[src/rtl/bmsa_pkg.sv]
package bmsa_pkg;

	localparam int NUM_SETS = 4;
	localparam int NUM_BINS = 256;
	localparam int DEPTH    = NUM_SETS * NUM_BINS;
	localparam int ADDR_W   = (DEPTH > 1) ? $clog2(DEPTH) : 1;

	localparam int SUM_W = 48;
	localparam int SQ_W  = 56;
	localparam int CNT_W = 24;
	localparam int ENT_W = 1 + CNT_W + SQ_W + SUM_W;

	localparam int DIV_N = 48;
	localparam int DIV_D = 24;
	localparam int RAD_W = 64;
	localparam int ROOT_W = RAD_W / 2;

	typedef enum logic [2:0] {
		REQ_SUBMIT  = 3'd0,
		REQ_QUERY   = 3'd1,
		REQ_LD_CNT  = 3'd2,
		REQ_LD_SQ   = 3'd3,
		REQ_REMOVE  = 3'd4,
		REQ_CLR_ALL = 3'd5
	} req_t;

	typedef enum logic [3:0] {
		ST_CLR,
		ST_IDLE,
		ST_RD,
		ST_UPD,
		ST_DIV1,
		ST_MUL1,
		ST_MUL2,
		ST_RAD,
		ST_SQRT,
		ST_DIV2,
		ST_OUT
	} state_t;

	typedef struct packed {
		logic              present;
		logic [CNT_W-1:0]  cnt;
		logic [SQ_W-1:0]   sq;
		logic [SUM_W-1:0]  sum;
	} entry_t;

	typedef struct packed {
		logic              done;
		logic [DIV_N-1:0]  quot;
	} div_rsp_t;

	typedef struct packed {
		logic               done;
		logic [ROOT_W-1:0]  root;
	} sqrt_rsp_t;

endpackage

[src/rtl/bmsa_div.sv]
module bmsa_div import bmsa_pkg::*; (
	input  logic             clk,
	input  logic             arst_n,
	input  logic             start,
	input  logic [DIV_N-1:0] dividend,
	input  logic [DIV_D-1:0] divisor,
	output div_rsp_t         rsp
);

	localparam int CW = $clog2(DIV_N + 1);

	logic [DIV_D-1:0] rem_q;
	logic [DIV_N-1:0] quo_q;
	logic [DIV_D-1:0] dvs_q;
	logic [CW-1:0]    cnt_q;
	logic             busy_q;
	logic             done_q;
	logic [DIV_D:0]   rem_sh;
	logic [DIV_D+1:0] diff;

	assign rem_sh = {rem_q, quo_q[DIV_N-1]};
	assign diff   = {1'b0, rem_sh} - {2'b0, dvs_q};

	always_ff @(posedge clk or negedge arst_n) begin
		if (!arst_n) begin
			busy_q <= 1'b0;
			done_q <= 1'b0;
			cnt_q  <= '0;
		end else begin
			done_q <= 1'b0;
			if (start) begin
				busy_q <= 1'b1;
				cnt_q  <= CW'(DIV_N);
			end else if (busy_q) begin
				cnt_q <= cnt_q - 1'b1;
				if (cnt_q == CW'(1)) begin
					busy_q <= 1'b0;
					done_q <= 1'b1;
				end
			end
		end
	end

	// One quotient bit per cycle; the remainder stays below the divisor.
	always_ff @(posedge clk) begin
		if (start) begin
			rem_q <= '0;
			quo_q <= dividend;
			dvs_q <= divisor;
		end else if (busy_q) begin
			if (!diff[DIV_D+1]) begin
				rem_q <= diff[DIV_D-1:0];
				quo_q <= {quo_q[DIV_N-2:0], 1'b1};
			end else begin
				rem_q <= rem_sh[DIV_D-1:0];
				quo_q <= {quo_q[DIV_N-2:0], 1'b0};
			end
		end
	end

	assign rsp.done = done_q;
	assign rsp.quot = quo_q;

	a_start_idle: assert property (@(posedge clk) disable iff (!arst_n)
		start |-> !busy_q) else $error("divider started while busy");
	a_done_after: assert property (@(posedge clk) disable iff (!arst_n)
		done_q |-> !busy_q) else $error("divider done while still busy");
	a_len: assert property (@(posedge clk) disable iff (!arst_n)
		start |=> busy_q && cnt_q == CW'(DIV_N)) else $error("divider load failed");

endmodule

[config.mk]
export PLATFORM = sky130hd
export DESIGN_NAME = bmsa_div
export DESIGN_NICKNAME = d
export VERILOG_FILES = /design/src/rtl/bmsa_pkg.sv /design/src/rtl/bmsa_div.sv
export SDC_FILE = /design/constraint.sdc
export NUM_CORES = 1
export LEC_CHECK = 0
export CAP_MARGIN = 40
export CORE_ASPECT_RATIO = 0.9
export CORE_MARGIN = 10
export CORE_UTILIZATION = 65
export CTS_BUF_LIST = sky130_fd_sc_hd__clkbuf_8
export DETAILED_ROUTE_END_ITERATION = 8
export DONT_BUFFER_PORTS = 1
export HOLD_SLACK_MARGIN = 0.03
export PLACE_DENSITY_LB_ADDON = 0.12
export SLEW_MARGIN = 20
export SYNTH_ARGS = -nofsm -noshare
export SYNTH_HDL_FRONTEND = slang
export SYNTH_SLANG_ARGS = --single-unit
[constraint.sdc]
create_clock -name clk -period 4.8 [get_ports clk]
set_input_delay 0.24 -clock clk [delete_from_list [all_inputs] [get_ports clk]]
set_output_delay 0.24 -clock clk [all_outputs]
set_load 0.02 [all_outputs]
* Word level (Yosys, flattened, before mapping)
Index checks and enable logic that the tools add are counted.
Storage, ports and cells: word-level logic and storage cells 22, output and inout port bits 49, flip-flop bits (word level) 104
Cells by class: reduce and logical (&&, ||, !) cells 1, equal/unequal tests 1, mux-type cells 12, add/sub/neg operators 2
Operator list (count):
- $mux 48 | 2
- $sub 25x24->26 | 1
- $mux 24 | 1
- $mux 6 | 2
- $mux 1 | 7
- $eq 6x1->1 const B | 1
- $sub 6x1->6 const B | 1
- $reduce_bool 2->1 | 1

* Logic depth before layout (Yosys ltp)
depth after elaboration 4, gate-level depth with buffers 13

* Worst setup path before layout
Ideal clock, no wire load.
path type register to register, from reg quo_q[47], to reg rem_q[18], period minus slack after synthesis 2.739 ns, data required time 4.712 ns, stages on the path, launching flop included 12, data arrival time 2.651 ns, slack 2.061 ns, path through edfxtp_1 > inv_1 > ha_1 > fa_1 > nor2b_1 > o31a_1 > o31ai_1 > nand2b_1 > a21boi_0 > mux2i_1 > or3b_1 > a311oi_2
Between the ends: cells in the longest elaborated chain, start to end 2
Ends and longest elaborated chain:
- from (decl) | line bmsa_div.sv:13 | logic [DIV_N-1:0] quo_q;
- from (signal assigned) | line bmsa_div.sv:48 | quo_q <= dividend;
- from (signal assigned) | line bmsa_div.sv:53 | quo_q <= {quo_q[DIV_N-2:0], 1'b1};
- from (signal assigned) | line bmsa_div.sv:56 | quo_q <= {quo_q[DIV_N-2:0], 1'b0};
- $sub 25x24->26 | line bmsa_div.sv:22 | assign diff = {1'b0, rem_sh} - {2'b0, dvs_q};
- $mux 24 | line bmsa_div.sv:51 | if (!diff[DIV_D+1]) begin
- to (signal assigned) | line bmsa_div.sv:52 | rem_q <= diff[DIV_D-1:0];
- to (signal assigned) | line bmsa_div.sv:55 | rem_q <= rem_sh[DIV_D-1:0];
- to (decl) | line bmsa_div.sv:12 | logic [DIV_D-1:0] rem_q;
Every way passes these cells. A chain may end at the register's enable or synchronous reset.

* Worst setup path in the final report
Same ends and word-level chain as after synthesis.

==> metrics list <==
- Highest ir drop seen on vdd: 0.319 mV
- At the pin with the least slew margin, the transition time is 0.647 ns.
* IO Pins: 124
- Entering global routing, the biggest net connects 55 pins.
- In the final layout, the share of cells above drive strength 1 is 14.6%.
* Final critical-path share of the clock period: 62.8%
- Top post-synthesis cells by count: 72 x edfxtp_1, 48 x mux2_2, 40 x nor2_1, 32 x inv_1, 26 x ha_1
- Dividing total power by cell area gives a power density of 487 nW/um^2.
* Buf+Inv Stages, Crit Path: 1
- For this run, the number of Yosys warnings is 0.
- Portion of total power attributed to the clock network: 16.9%
* Number of nets in the final layout: 591
- R2r worst-path depth: 11
- Worst-case clock buffer depth: 2
- Yosys mapped a number of flops with a built-in enable equal to 72.
- The flow ran to the end, and the final reports show no timing, DRC or antenna violations.
* Hold Startpoint: dividend[26]
- ANT nets after route: 0
* Critical path, cell by cell: inv_1 > ha_1 > fa_1 > nor2b_1 > o31a_1 > o31ai_1 > nand2b_1 > a21boi_0 > mux2i_1 > or3b_1 > a311oi_2
- Via count: 3568
- Max Fclk: 332 MHz
- Clock-pin slew was measured on the worst setup and hold paths at 0.10 ns.
* Yosys top cell area share: 39.6%
* RD Place Congestion: 0.942
- Crit path max-delay family: compound AO/OA/AOI/OAI gates
- Cell-internal power: 1.83 mW
- The number of global-route vias before repair came to 3791.
- The first detailed-routing pass ran for 5 iterations.
- TritonCTS created 9 clock buffers.
- The number of endpoints with negative hold slack in the final report is 0.
* Detailed-route wire length per cell: 19.5 um
* Number of setup violations in the final report: 0
- Part of the power in combinational logic: 37.4%
- The final-report max-slew violation count came to 0.
* Initial antenna violation count: 0
* Floorplan Core Area: 8110 um^2
- CTS root buffer: clkbuf_8
- Of all cell types, the one taking the most synthesized area is edfxtp_1.
- Share of the core filled with cells in the final layout: 73.5%
* Worst R2R Setup Slack: 1.79 ns
- Dividing the detail-routed via count by the number of cells gives 6.02.
- The critical path in this run is classified as reg2reg.
* Wire length after detailed routing: 11.5 mm
- Gate count after technology mapping: 470
* Endpoint of the most critical register-to-register path: rem_q[18]
* Vertical die dimension: 107 um
* Remaining max-slew budget at the tightest pin: 56.7%
* Number of cells traversed by the worst hold path: 1
- Of all flip-flops after synthesis, the portion carrying an async set or reset was 7.69%.
- Clock sink count: 104
* Buffer count from post-CTS setup fixing: 0
- Number of levels the H-tree was split into: 3
- Counting I/O delays and the setup requirement, the final critical path takes 3.01 ns.
- Main flop type after synthesis: edfxtp_1
* Cell Area, Synth: 5450 um^2
- At the worst endpoint, the arrival time is 3.31 ns.
- edfxtp_1 is the most common cell in the netlist.
- Critical Path Start Type: flop
* Slowest library cell on the worst path: edfxtp_1
- Die area: 12500 um^2
- Clock skew on the completed layout was measured at 0.0168 ns.
* Number of nets in the synthesized netlist: 572
* Accumulated negative setup slack: 0 ns
- Total inserted antenna cells: 0
- The count of buffers added on input and output ports is 0.
- For this configuration, the core starts out at a cell density of 67.3%.
- Class of the tightest hold or removal check: in2reg
- Remaining DRCs: 0
- Chip width: 117 um
- Of the total power, the share spent switching nets is 36.8%.
* Area contributors post-synth: edfxtp_1 40%, mux2_2 9.9%, dfxtp_1 8.8%
- Max incr delay on CP: 0.53 ns
* All-layer global routing usage: 19.5%
* Worst flop-to-flop path startpoint: quo_q[47]
- Wire length of the first global-routing pass: 19.2 mm
- STA classifies the critical path endpoint as a flop.
* Syn avg cell area: 11.6 um^2
* Static leakage: 2.47 nW
- Number of synthesized register bits: 104
- Distinct cells, synth: 52
- The path with the worst hold slack has its endpoint at quo_q[26].
* DP Wirelength: 7.95 mm
- Sequential cells were found to cover 52.1% of the synthesized design area.
- Clock latency on the worst-skew pair: 0.37 ns
- Setup repair after global routing left no endpoint under its margin.
* Grt ovf: 0
- Registers are responsible for 45.6% of the overall power.
* Violation count after the first detailed-route iteration: 252
- Summed over all nets, the switching power comes to 1.07 mW.
- Compared with the post-synthesis result, the final layout area differs by 9.22%.
* Number of rows in the core area: 31
- Data required time of the worst path: 5.09 ns
- The tool flagged a number of max-cap violations equal to 0.
- TritonCTS built the clock tree.
* Critical path peak fanout: 3
## cells in the final DEF, fill, tap and decap left out, types with 3 or more instances in the layout
cell and instances:
a21oi_1 24, nand2_1 20, o21bai_1 3, a31oi_1 4
dfrtp_1 8, clkbuf_8 9, nor3_1 7, xor2_1 8
nand2b_1 6, dfxtp_1 24, ha_1 26, a21o_1 6
xnor2_1 13, dlygate4sd3_1 25, a32oi_1 4, mux2_2 48
o31ai_1 3, nor2b_1 4, edfxtp_1 72, o21ai_0 23
mux2i_1 17, a211oi_1 18, a21boi_0 3, inv_1 32
nor2_1 40, o21a_1 8
## registers in the layout (all words and copies together), names as in the netlist
name	cells
dvs_q	24
cnt_q	6
rem_q	24
busy_q	1
quo_q	48
done_q	1
## through the flow
| step | setup slack [ns] | power, mW | hold slack [ns] | std cells | area, um^2 |
|---|---|---|---|---|---|
| final | 1.79 | 2.90 | 0.0790 | 593 | 5960 |
| after global routing | 1.46 | 3.12 | 0.0578 | 593 | 5960 |
| after CTS | 1.77 | 2.92 | 0.0660 | 593 | 5960 |
| after detailed placement | 1.80 | 2.39 | -0.0553 | 551 | 5520 |
| after global placement | 1.87 | 2.36 | -0.0553 | 550 | 5490 |
| after floorplan | 2.06 | 2.24 | -0.0556 | 470 | 5450 |
## cell families (layout without fill, tap and decap cells)
logic type / after synthesis / count (layout) / share of synthesized area, %
adder cells (fa/ha/maj): 27 / 27 / 6.33
multiplexers: 65 / 65 / 13.0
buffers and inverters: 53 / 77 / 4.11
AO/OA/AOI/OAI: 104 / 104 / 12.4
XOR/XNOR: 21 / 21 / 3.37
flip-flops: 104 / 104 / 52.1
AND/OR/NAND/NOR: 96 / 96 / 8.60
## worst max path at each step
stage	startpoint	endpoint	slack (ns)	cells past startpoint
3_5_place_dp	quo_q[47]	rem_q[18]	1.80	11
5_1_grt	quo_q[47]	rem_q[18]	1.46	11
4_1_cts	quo_q[47]	rem_q[18]	1.77	11
3_3_place_gp	quo_q[47]	rem_q[18]	1.87	11
6_report	quo_q[47]	rem_q[18]	1.79	11
2_1_floorplan	quo_q[47]	rem_q[18]	2.06	11
## final cells by class
cell class                      count  area [um^2]
Clock inverter                      7         46.3
Sequential cell                   104         2840
Timing Repair Buffer               29          313
Tap cell                           99          124
Clock buffer                        9          124
Inverter                           32          120
Multi-Input combinational cell    313         2390
Fill cell                         557         2150
## routing by layer
layer  global-route usage [%]  routed length (um)  up-vias
li1                         -                   -     1756
met1                     22.8                4740     1695
met2                     30.1                5390      102
met3                     10.1                1220       15
met4                     7.32                 192        0
met5                        0                   0        -
## power by group through the flow
stage	registers, mW	logic (mW)	clock network [mW]
6_report	1.32	1.09	0.492
5_1_grt	1.35	1.22	0.545
4_1_cts	1.33	1.08	0.508
3_5_place_dp	1.34	1.05	0
3_3_place_gp	1.34	1.02	0
2_1_floorplan	1.30	0.933	0
## repair_timing
item                                   CTS  global route
gates resized for setup                  0             0
hold buffers                            26             0
endpoints found under the hold margin   79             0
No activity file was read; power rests on OpenSTA's default activity.
