**src/rtl/bmsa_pkg.sv**
```systemverilog
package bmsa_pkg;

	localparam int NUM_SETS = 4;
	localparam int NUM_BINS = 256;
	localparam int DEPTH    = NUM_SETS * NUM_BINS;
	localparam int ADDR_W   = (DEPTH > 1) ? $clog2(DEPTH) : 1;

	localparam int SUM_W = 48;
	localparam int SQ_W  = 56;
	localparam int CNT_W = 24;
	localparam int ENT_W = 1 + CNT_W + SQ_W + SUM_W;

	localparam int DIV_N = 48;
	localparam int DIV_D = 24;
	localparam int RAD_W = 64;
	localparam int ROOT_W = RAD_W / 2;

	typedef enum logic [2:0] {
		REQ_SUBMIT  = 3'd0,
		REQ_QUERY   = 3'd1,
		REQ_LD_CNT  = 3'd2,
		REQ_LD_SQ   = 3'd3,
		REQ_REMOVE  = 3'd4,
		REQ_CLR_ALL = 3'd5
	} req_t;

	typedef enum logic [3:0] {
		ST_CLR,
		ST_IDLE,
		ST_RD,
		ST_UPD,
		ST_DIV1,
		ST_MUL1,
		ST_MUL2,
		ST_RAD,
		ST_SQRT,
		ST_DIV2,
		ST_OUT
	} state_t;

	typedef struct packed {
		logic              present;
		logic [CNT_W-1:0]  cnt;
		logic [SQ_W-1:0]   sq;
		logic [SUM_W-1:0]  sum;
	} entry_t;

	typedef struct packed {
		logic              done;
		logic [DIV_N-1:0]  quot;
	} div_rsp_t;

	typedef struct packed {
		logic               done;
		logic [ROOT_W-1:0]  root;
	} sqrt_rsp_t;

endpackage

```
**src/rtl/bmsa_sqrt.sv**
```systemverilog
module bmsa_sqrt import bmsa_pkg::*; (
	input  logic             clk,
	input  logic             arst_n,
	input  logic             start,
	input  logic [RAD_W-1:0] radicand,
	output sqrt_rsp_t        rsp
);

	localparam int CW = $clog2(ROOT_W + 1);

	logic [RAD_W-1:0]  x_q;
	logic [ROOT_W+1:0] rem_q;
	logic [ROOT_W-1:0] root_q;
	logic [CW-1:0]     cnt_q;
	logic              busy_q;
	logic              done_q;
	logic [ROOT_W+1:0] rem_sh;
	logic [ROOT_W+1:0] trial;
	logic [ROOT_W+2:0] diff;

	assign rem_sh = {rem_q[ROOT_W-1:0], x_q[RAD_W-1 -: 2]};
	assign trial  = {root_q, 2'b01};
	assign diff   = {1'b0, rem_sh} - {1'b0, trial};

	always_ff @(posedge clk or negedge arst_n) begin
		if (!arst_n) begin
			busy_q <= 1'b0;
			done_q <= 1'b0;
			cnt_q  <= '0;
		end else begin
			done_q <= 1'b0;
			if (start) begin
				busy_q <= 1'b1;
				cnt_q  <= CW'(ROOT_W);
			end else if (busy_q) begin
				cnt_q <= cnt_q - 1'b1;
				if (cnt_q == CW'(1)) begin
					busy_q <= 1'b0;
					done_q <= 1'b1;
				end
			end
		end
	end

	// Digit-by-digit square root, two radicand bits per cycle.
	always_ff @(posedge clk) begin
		if (start) begin
			x_q    <= radicand;
			rem_q  <= '0;
			root_q <= '0;
		end else if (busy_q) begin
			x_q <= {x_q[RAD_W-3:0], 2'b00};
			if (!diff[ROOT_W+2]) begin
				rem_q  <= diff[ROOT_W+1:0];
				root_q <= {root_q[ROOT_W-2:0], 1'b1};
			end else begin
				rem_q  <= rem_sh;
				root_q <= {root_q[ROOT_W-2:0], 1'b0};
			end
		end
	end

	assign rsp.done = done_q;
	assign rsp.root = root_q;

	a_start_idle: assert property (@(posedge clk) disable iff (!arst_n)
		start |-> !busy_q) else $error("square root started while busy");
	a_done_after: assert property (@(posedge clk) disable iff (!arst_n)
		done_q |-> !busy_q) else $error("square root done while busy");
	a_len: assert property (@(posedge clk) disable iff (!arst_n)
		start |=> busy_q && cnt_q == CW'(ROOT_W)) else $error("square root load failed");

endmodule
```
**config.mk**
```make
export PLATFORM = sky130hd
export DESIGN_NAME = bmsa_sqrt
export DESIGN_NICKNAME = d
export VERILOG_FILES = /design/src/rtl/bmsa_pkg.sv /design/src/rtl/bmsa_sqrt.sv
export SDC_FILE = /design/constraint.sdc
export NUM_CORES = 1
export LEC_CHECK = 0
export ABC_AREA = 1
export ABC_CLOCK_PERIOD_IN_PS = 3900
export BUFFER_PORTS_ARGS = -buffer_cell sky130_fd_sc_hd__buf_4
export CORE_MARGIN = 8
export CORE_UTILIZATION = 59
export DETAILED_ROUTE_END_ITERATION = 8
export GPL_TIMING_DRIVEN = 0
export PLACE_DENSITY = 0.81
export SYNTH_ARGS = -nofsm -noshare
export SYNTH_HDL_FRONTEND = slang
export SYNTH_SLANG_ARGS = --single-unit
```
**constraint.sdc**
```tcl
create_clock -name clk -period 3.9 [get_ports clk]
set_clock_uncertainty 0.2 [all_clocks]
set_input_delay 0.195 -clock clk [delete_from_list [all_inputs] [get_ports clk]]
set_output_delay 0.195 -clock clk [all_outputs]
set_load 0.02 [all_outputs]
```
=== Yosys cells after proc, flatten, opt, wreduce, memory -nomap -nowiden ===
Index checks and enable logic that the tools add are counted.

* Add/subtract/negate cells: 2
* Eq/ne operators: 1
* Mux-type cells: 12
* Reduce and logical (&&, ||, !) cells: 1

{| class="wikitable"
|+ Operators by type and width
! cell !! count
|-
| 2-to-1 mux 64 bit || 2
|-
| subtractor 34 x 34 -> 35 bit || 1
|-
| 2-to-1 mux 32 bit || 1
|-
| 2-to-1 mux 6 bit || 2
|-
| 2-to-1 mux 1 bit || 7
|-
| equality test 6 x 1 -> 1 bit (second input constant) || 1
|-
| subtractor 6 x 1 -> 6 bit (second input constant) || 1
|-
| nonzero test 2 bit || 1
|}

* Register bits: 136
* Input bits: 67
* Output and inout bits: 33
* Word-level logic and storage cells: 22

=== Longest topological paths before layout ===
Gate-level depths: netlist of run 1.

* Depth in word-level cells: 4
* Mapped depth: 17
* Depth with buffers taken out: 16

=== Worst setup path after synthesis of run 1 ===
OpenSTA, ideal clock, no wires.

* Kind: input to register
* Start: input start
* End: register x_q[0], enable pin
* Library setup time: 0.453 ns
* Data arrival time: 2.562 ns
* Data required time: 3.247 ns
* Path slack: 0.685 ns
* Stages on the path: 4
* Path buffers: 2
* Cell sequence: clkbuf_1 > nor2_1 > clkinv_1 > clkbuf_1

* Longest elaborated chain between the ends: 1

{| class="wikitable"
|+ RTL lines
! item !! line !! source
|-
| start: declaration || bmsa_sqrt.sv:4 || <nowiki>input logic start,</nowiki>
|-
| nonzero test 2 bit (no source line) || -- ||
|-
| end signal: assignment || bmsa_sqrt.sv:48 || <nowiki>x_q <= radicand;</nowiki>
|-
| end signal: assignment || bmsa_sqrt.sv:52 || <nowiki>x_q <= {x_q[RAD_W-3:0], 2'b00};</nowiki>
|-
| end: declaration || bmsa_sqrt.sv:11 || <nowiki>logic [RAD_W-1:0] x_q;</nowiki>
|}

No other way between the ends.
A chain may end at the register's enable or synchronous reset.

==> summary.txt, run 1 <==
Yosys
  • Cell taking the most area after synthesis: edfxtp_1
  • Cell Area, Synth: 8130 um2
  • Number of synthesized register bits: 136
  • Cell types with the largest area share after synthesis: edfxtp_1 24%, nand2_1 23%, dfxtp_1 16%
  • Warnings from Yosys: 0
  • Fraction of synthesized cell area taken by the top area cell type: 0.236
  • Post-Syn Area per Cell: 7.10 um2
  • Share of synthesized area occupied by flip-flops and latches: 0.419
  • Unique cell type count in the Yosys netlist: 38
  • Number of instances in the synthesized netlist: 1,144
  • Number of nets produced by synthesis: 1,246

STA
  • Minimum clock period: 2.59 ns
  • Accumulated negative setup slack: 0 ns
  • Fraction of the cycle the final worst path needs: 0.663
  • Slew at the pin closest to its max-slew limit: 0.696 ns
  • Final Hold Vio Count: 0
  • Fin. max-slew vios: 0
  • Headroom to the max-slew limit: 0.534
  • Post-route worst hold slack: 0.271 ns
  • Highest clock frequency the design can meet: 387 MHz
  • Unrepaired setup endpoints after global routing: no
  • Setup violators final: 0

Setup path
  • Largest delay share family, worst path: buffers and inverters
  • Type of origin of the critical path: flip-flop
  • Class of the most critical setup path: flip-flop to flip-flop
  • Required time of the worst setup path: 4.04 ns
  • Total buffers and inverters traversed by the critical path: 3
  • Worst EP arrival: 2.72 ns
  • Cell Chain, Critical Path: nor2_1 -> clkinv_1 -> clkbuf_4 -> buf_12 -> o22ai_1
  • Max stage delay on crit path: 0.47 ns
  • Cell with the largest stage delay on the worst path: clkbuf_4
  • Kind of capture point of the worst setup path: flip-flop
  • Minimum setup slack among reg-to-reg paths: 1.31 ns
  • Worst-path maximum fanout: 41

Power and ir drop
  • Switching Share: 0.461
  • Clk pwr share: 0.214
  • Internal Power: 4.08 mW
  • Comb pwr share: 0.537
  • Part of the power in registers: 0.249
  • Sw power: 3.49 mW
  • Power density over the cells: 731 nW/um2
  • P_leak: 5.42 nW
  • Largest voltage drop on the vdd net: 0.408 mV

Clocking
  • Clock tree sinks: 136
  • CTS root buf: clkbuf_16
  • Clock latency reported for the late side of the worst-skew pair: 0.44 ns
  • CTS tree: yes
  • Postcts setup bufs: 0
  • H-tree levels: 4
  • Total of cells resized after clock tree synthesis: 0
  • Clock buffer depth: 2
  • CTS clk-pin slew, worst paths: 0.07 ns
  • CTS Buf Count: 17
  • Number of buffers added to fix hold violations after cts: 66

Layout
  • Fill cells: 994
  • Footprint of the multi-input gates: 3880 um2
  • Share of cells above drive strength 1: 0.137
  • Non-filler instance count after layout: 1,521
  • Antenna diode count: 0
  • Share of the core filled with cells in the final layout: 0.758
  • Final Cell Area: 10,400 um2
  • Net count of the finished layout: 1,430
  • Layout Area Growth over Synthesis: 27.4%
  • Combined flip-flop and latch cell area: 3400 um2

Floorplanning
  • Starting density of the core: 0.595
  • Die Y: 133 um
  • Core Area: 13,700 um2
  • Die area: 17,800 um2
  • Cell Rows: 43
  • Die width: 133 um
  • Number of top-level pins: 100

Hold path
  • Type of the worst min-delay path: flip-flop to flip-flop

Global routing
  • Global-route usage over all layers: 0.296
  • Via count of the first global-routing pass: 8,311
  • Antenna violations before repair: 1
  • First-pass GRT wire length: 42,100 um
  • Total congestion overflow: 0
  • Maximum number of pins on one net before global-route repair: 42

Outcome
  • Status: completed

Run
  • Max-cap violation count: 0

Placement
  • Number of buffer cells added on primary ports: 98
  • Routability-driven placement congestion ratio: 0.926
  • Placement Cell Area: 9110 um2
  • Cell Count Post-Placement: 1,423
  • Final HPWL DP: 16,500 um

Drt
  • Number of iterations in the first detailed-routing pass: 5
  • Final Routed Wirelength: 26,100 um
  • DRC errors left: 0
  • Routed length per placed instance: 17.1 um
  • Vias/cell: 5.44
  • Via count: 8,267
  • Post-detailed-route count of antenna-violating nets: 0
  • Detailed router's first-iteration violation count: 711
-- area by class of cell --
type | instances | share of cell area
Multi-Input combinational cell | 799 | 0.375
Buffer | 34 | 0.0184
Sequential cell | 136 | 0.329
Clock inverter | 14 | 0.0149
Clock buffer | 18 | 0.0414
Tap cell | 180 | 0.0217
Timing Repair Buffer | 165 | 0.137
Inverter | 175 | 0.0634
-- cells by family (layout without fill, tap and decap cells) --
logic type | count (synthesis) | count (layout) | synth area share
XOR/XNOR | 15 | 15 | 0.0162
AND/OR/NAND/NOR | 681 | 681 | 0.359
buffers and inverters | 209 | 406 | 0.104
flip-flops | 136 | 136 | 0.419
AO/OA/AOI/OAI | 68 | 68 | 0.0482
adder cells (fa/ha/maj) | 35 | 35 | 0.0539
-- routing by layer --
layer / vias to the layer above / share of wire / global-route usage
li1: 3967 / - / -
met1: 3778 / 0.40 / 0.337
met2: 426 / 0.48 / 0.501
met3: 94 / 0.079 / 0.0806
met4: 2 / 0.042 / 0.147
met5: - / 0.00050 / 0
-- placed cells by master, fill, tap and decap left out, drive strengths merged, types with 5 or more instances in the layout --
master	netlist	final
nand2	513	513
inv	173	181
buf	8	107
nand3	90	90
dlygate4sd3	0	66
dfxtp	64	64
edfxtp	64	64
nor2	48	48
clkbuf	26	44
ha	35	35
o22ai	32	32
a21oi	26	26
nand4	13	13
xor2	11	11
dfrtp	8	8
nor3	8	8
o21ai	7	7
clkinv	2	5
-- power groups by stage --
stage / Sequential, mW / Clock, mW / Combinational (mW)
6_report: 1.89 / 1.62 / 4.06
5_1_grt: 1.90 / 1.68 / 4.56
4_1_cts: 1.87 / 1.61 / 3.98
3_5_place_dp: 1.90 / 0 / 3.90
3_3_place_gp: 1.89 / 0 / 3.85
2_1_floorplan: 1.87 / 0 / 2.99
-- state kept, by name, summed over array words and instances (netlist names) --
name / flops
busy_q: 1
cnt_q: 6
done_q: 1
rem_q: 32
root_q: 32
x_q: 64
-- cells in the mapped netlist --
cell type,instances
nand2_1,496
inv_1,165
nand3_1,78
dfxtp_1,64
edfxtp_1,64
nor2_1,43
ha_1,35
o22ai_1,32
clkbuf_1,26
a21oi_1,25
nand2_2,13
nand4_1,13
nand3_2,11
xor2_1,11
dfrtp_1,8
inv_2,8
nor3_1,7
o21ai_0,7
nand3b_1,4
xnor2_1,4
buf_6,3
nand2_4,3
nor4_1,3
o21bai_1,3
buf_4,2
clkinv_1,2
nor2_2,2
nor2_4,2
a21oi_2,1
and2_1,1
buf_12,1
buf_2,1
buf_8,1
nand2_8,1
nand3_4,1
nor2_8,1
nor3_2,1
or2_2,1
-- metrics by stage --
| stage | power [mW] | setup slack [ns] |
|---|---|---|
| after floorplan | 4.86 | 0.685 |
| after global placement | 5.74 | -0.419 |
| after detailed placement | 5.79 | 1.40 |
| final | 7.57 | 1.31 |
| after global routing | 8.14 | 1.22 |
| after CTS | 7.46 | 1.36 |
-- path summary, 6_finish.rpt --
| path | from | endpoint | cells past startpoint |
|---|---|---|---|
| hold reg to reg | rem_q[30] | rem_q[30] | 2 |
| setup / recovery | busy_q | root_q[24] | 5 |
| max in group asynchronous | arst_n | cnt_q[4] | 3 |
| hold / removal | rem_q[30] | rem_q[30] | 2 |
| min in group asynchronous | arst_n | done_q | 3 |
| setup reg to reg | busy_q | root_q[24] | 5 |
-- worst register-to-register path: cells and delay by family, from the launching register on --
family          cells  cell delay, ns
buf+inv             3            1.19
simple gates        1            0.42
flops               1            0.42
compound gates      1            0.26
Note: power is estimated with default switching activity, not from simulation.
==> run 2: changes to the inputs <==
Settings changed: ABC_CLOCK_PERIOD_IN_PS 3900 to 2700.
Clock period 3.9 ns to 2.7 ns, I/O delays scaled along.
==> run 2 against run 1 <==
Net effect:
- sequential power up 44%
- core utilization shrank 0.17 points
- die area stayed put
- critical path depth is 9 higher
- combinational power grew 44%
- cell area is 0.23% lower
- clock power up 38%
- worst hold slack better by 0.0063 ns
- count of clock-buffer cells in the layout rose by 3
==> summary.txt, run 2 (synthesis gave the netlist of run 1 again) <==
Outcome
  • Status: completed

Hold path
  • Type of the worst min-delay path: flip-flop to flip-flop
  • Hold wc startpoint: rem_q[22]
  • Count of cells along the worst hold path: 2 (unchanged)

Clocking
  • CTS tree: yes
  • Clock latency reported for the late side of the worst-skew pair: 0.43 ns (about the same)
  • Clock buffer depth: 2 (unchanged)
  • CTS Buf Count: 17 (unchanged)
  • CTS root buf: clkbuf_16
  • CTS clk-pin slew, worst paths: 0.07 ns (about the same)
  • Clock tree sinks: 136 (unchanged)
  • Total of cells resized after clock tree synthesis: 0 (unchanged)
  • H-tree levels: 4 (unchanged)

Drt
  • Via count: 8,136 (-1.6%)
  • Post-detailed-route count of antenna-violating nets: 0 (unchanged)
  • Routed met3 length: 2110 um (+2.4%)
  • Total length of routed met2 wires: 12,700 um (+1.2%)
  • Total routed wire length on the met1 layer: 10,200 um (-1.1%)
  • Uppermost metal layer occupied by signal nets: met4
  • Number of iterations in the first detailed-routing pass: 5 (unchanged)
  • Routed length per placed instance: 17.1 um (about the same)
  • Vias/cell: 5.35 (-1.6%)
  • Final Routed Wirelength: 26,100 um (about the same)
  • DRC errors left: 0 (unchanged)
  • Detailed router's first-iteration violation count: 626 (-12%)

STA
  • Setup violators final: 0 (unchanged)
  • Unrepaired setup endpoints after global routing: no
  • Highest clock frequency the design can meet: 398 MHz (+3.0%)
  • Final Hold Vio Count: 0 (unchanged)
  • Slew at the pin closest to its max-slew limit: 0.701 ns (+0.00547 ns)
  • Fraction of the cycle the final worst path needs: 0.930 (+0.267)
  • Headroom to the max-slew limit: 0.532 (-0.00193)
  • Fin. max-slew vios: 0 (unchanged)
  • Minimum clock period: 2.51 ns (-0.0744 ns)

Setup path
  • Kind of capture point of the worst setup path: flip-flop
  • Worst r2r path cells: 14 (+9)
  • Critical path launch point: root_q[13]
  • Worst R2R Start: root_q[13]
  • Worst EP arrival: 2.63 ns (-0.09 ns)
  • Worst-path maximum fanout: 10 (-76%)
  • Required time of the worst setup path: 2.82 ns (-1.22 ns)
  • Class of the most critical setup path: flip-flop to flip-flop
  • Type of origin of the critical path: flip-flop

Layout
  • Registers with the most flip-flops: x_q: 64 flops, rem_q: 32 flops, root_q: 32 flops
  • Layout Area Growth over Synthesis: 27.1%
  • Share of cells above drive strength 1: 0.135 (-0.00224)
  • Final Cell Area: 10,300 um2 (-0.23%)
  • Non-filler instance count after layout: 1,521 (unchanged)
  • Commonest non-fill, non-tap cell in the layout: nand2_1
  • Number of flip-flops in the largest register: 64 (unchanged)
  • Share of the core filled with cells in the final layout: 0.756 (-0.00174)
  • Net count of the finished layout: 1,430 (unchanged)
  • Register name with the most flops: x_q
  • Antenna diode count: 0 (unchanged)
  • Commonest cells after routing, fill and taps aside: 496 x nand2_1, 165 x inv_1, 100 x buf_4

Global routing
  • Total congestion overflow: 0 (unchanged)
  • Global-route usage over all layers: 0.294 (-0.00170)
  • Antenna violations before repair: 0 (-1)
  • Via count of the first global-routing pass: 8,243 (-0.82%)
  • First-pass GRT wire length: 41,600 um (-1.2%)
  • Maximum number of pins on one net before global-route repair: 70 (+67%)

Power and ir drop
  • Power density over the cells: 1050 nW/um2 (+43%)
  • P_leak: 5.41 nW (-0.28%)
  • Largest voltage drop on the vdd net: 0.697 mV (+71%)

Floorplanning
  • Number of top-level pins: 100 (unchanged)
  • Die Y: 133 um (unchanged)
  • Cell Rows: 43 (unchanged)
  • Die area: 17,800 um2 (unchanged)
  • Starting density of the core: 0.595 (unchanged)
  • Die width: 133 um (unchanged)
  • Core Area: 13,700 um2 (unchanged)

Run
  • Max-cap violation count: 0 (unchanged)

Placement
  • Final HPWL DP: 16,200 um (-1.4%)
  • Placement Cell Area: 9120 um2 (about the same)
  • Number of buffer cells added on primary ports: 98 (unchanged)
  • Routability-driven placement congestion ratio: 0.953 (+2.9%)
  • Cell Count Post-Placement: 1,423 (unchanged)
-- run 2: worst paths after layout --
kind / endpoint / slack, ns
setup / recovery: rem_q[23] / 0.19
hold / removal: rem_q[22] / 0.28
setup reg to reg: rem_q[23] / 0.19
hold reg to reg: rem_q[22] / 0.28
max in group asynchronous: cnt_q[2] / 1.46
min in group asynchronous: cnt_q[3] / 0.54
-- run 2: timing repair --
| action | 4_1_cts | 5_1_grt |
|---|---|---|
| buffers inserted | 0 | 0 |
| endpoints found under the hold margin | 72 | 0 |
| hold buffers | 66 | 0 |
-- run 2: final cells by class --
class | instances | area [um2]
fill | 999 | 3330
timing repair buffer | 165 | 1420
buffer | 34 | 190
tap | 180 | 225
clock buffer | 21 | 450
inverter | 175 | 657
sequential | 136 | 3400
multi-input combinational | 799 | 3880
clock inverter | 11 | 101
-- run 2: power breakdown --
group,internal [mW],total [mW],switching [mW]
registers,2.50,2.73,0.226
logic,2.08,5.85,3.77
clock network,1.29,2.24,0.945
total,5.87,10.8,4.94
-- run 2: per-stage QoR --
stage / total power [mW] / setup TNS (ns) / worst slack (ns) / hold WS, ns
after global routing: 11.6 / 0 / 0.0416 / 0.300
final: 10.8 / 0 / 0.188 / 0.277
after detailed placement: 8.36 / 0 / 0.237 / -0.239
after floorplan: 7.01 / 0 / 0.394 / -0.361
after CTS: 10.6 / 0 / 0.209 / 0.212
after global placement: 8.28 / -24.46 / -0.346 / -0.241
-- run 2: critical path, stage by stage, from the launching register on --
cell and delay, ns:
dfxtp_1 0.34, inv_1 0.08, ha_1 0.37, nand2_1 0.13, nor2_1 0.21, nand2_1 0.09
nand2_1 0.10, inv_1 0.09, nand2_4 0.09, nand2_4 0.11, nand2_8 0.13, buf_8 0.15
nand3_1 0.13, nand2_1 0.11, nand2_1 0.07
-- run 2: per-layer routing --
layer | vias to the layer above | global-route usage
met3 | 87 | 0.0938
met1 | 3708 | 0.321
met4 | 0 | 0.148
li1 | 3965 | -
met2 | 376 | 0.504
met5 | - | 0
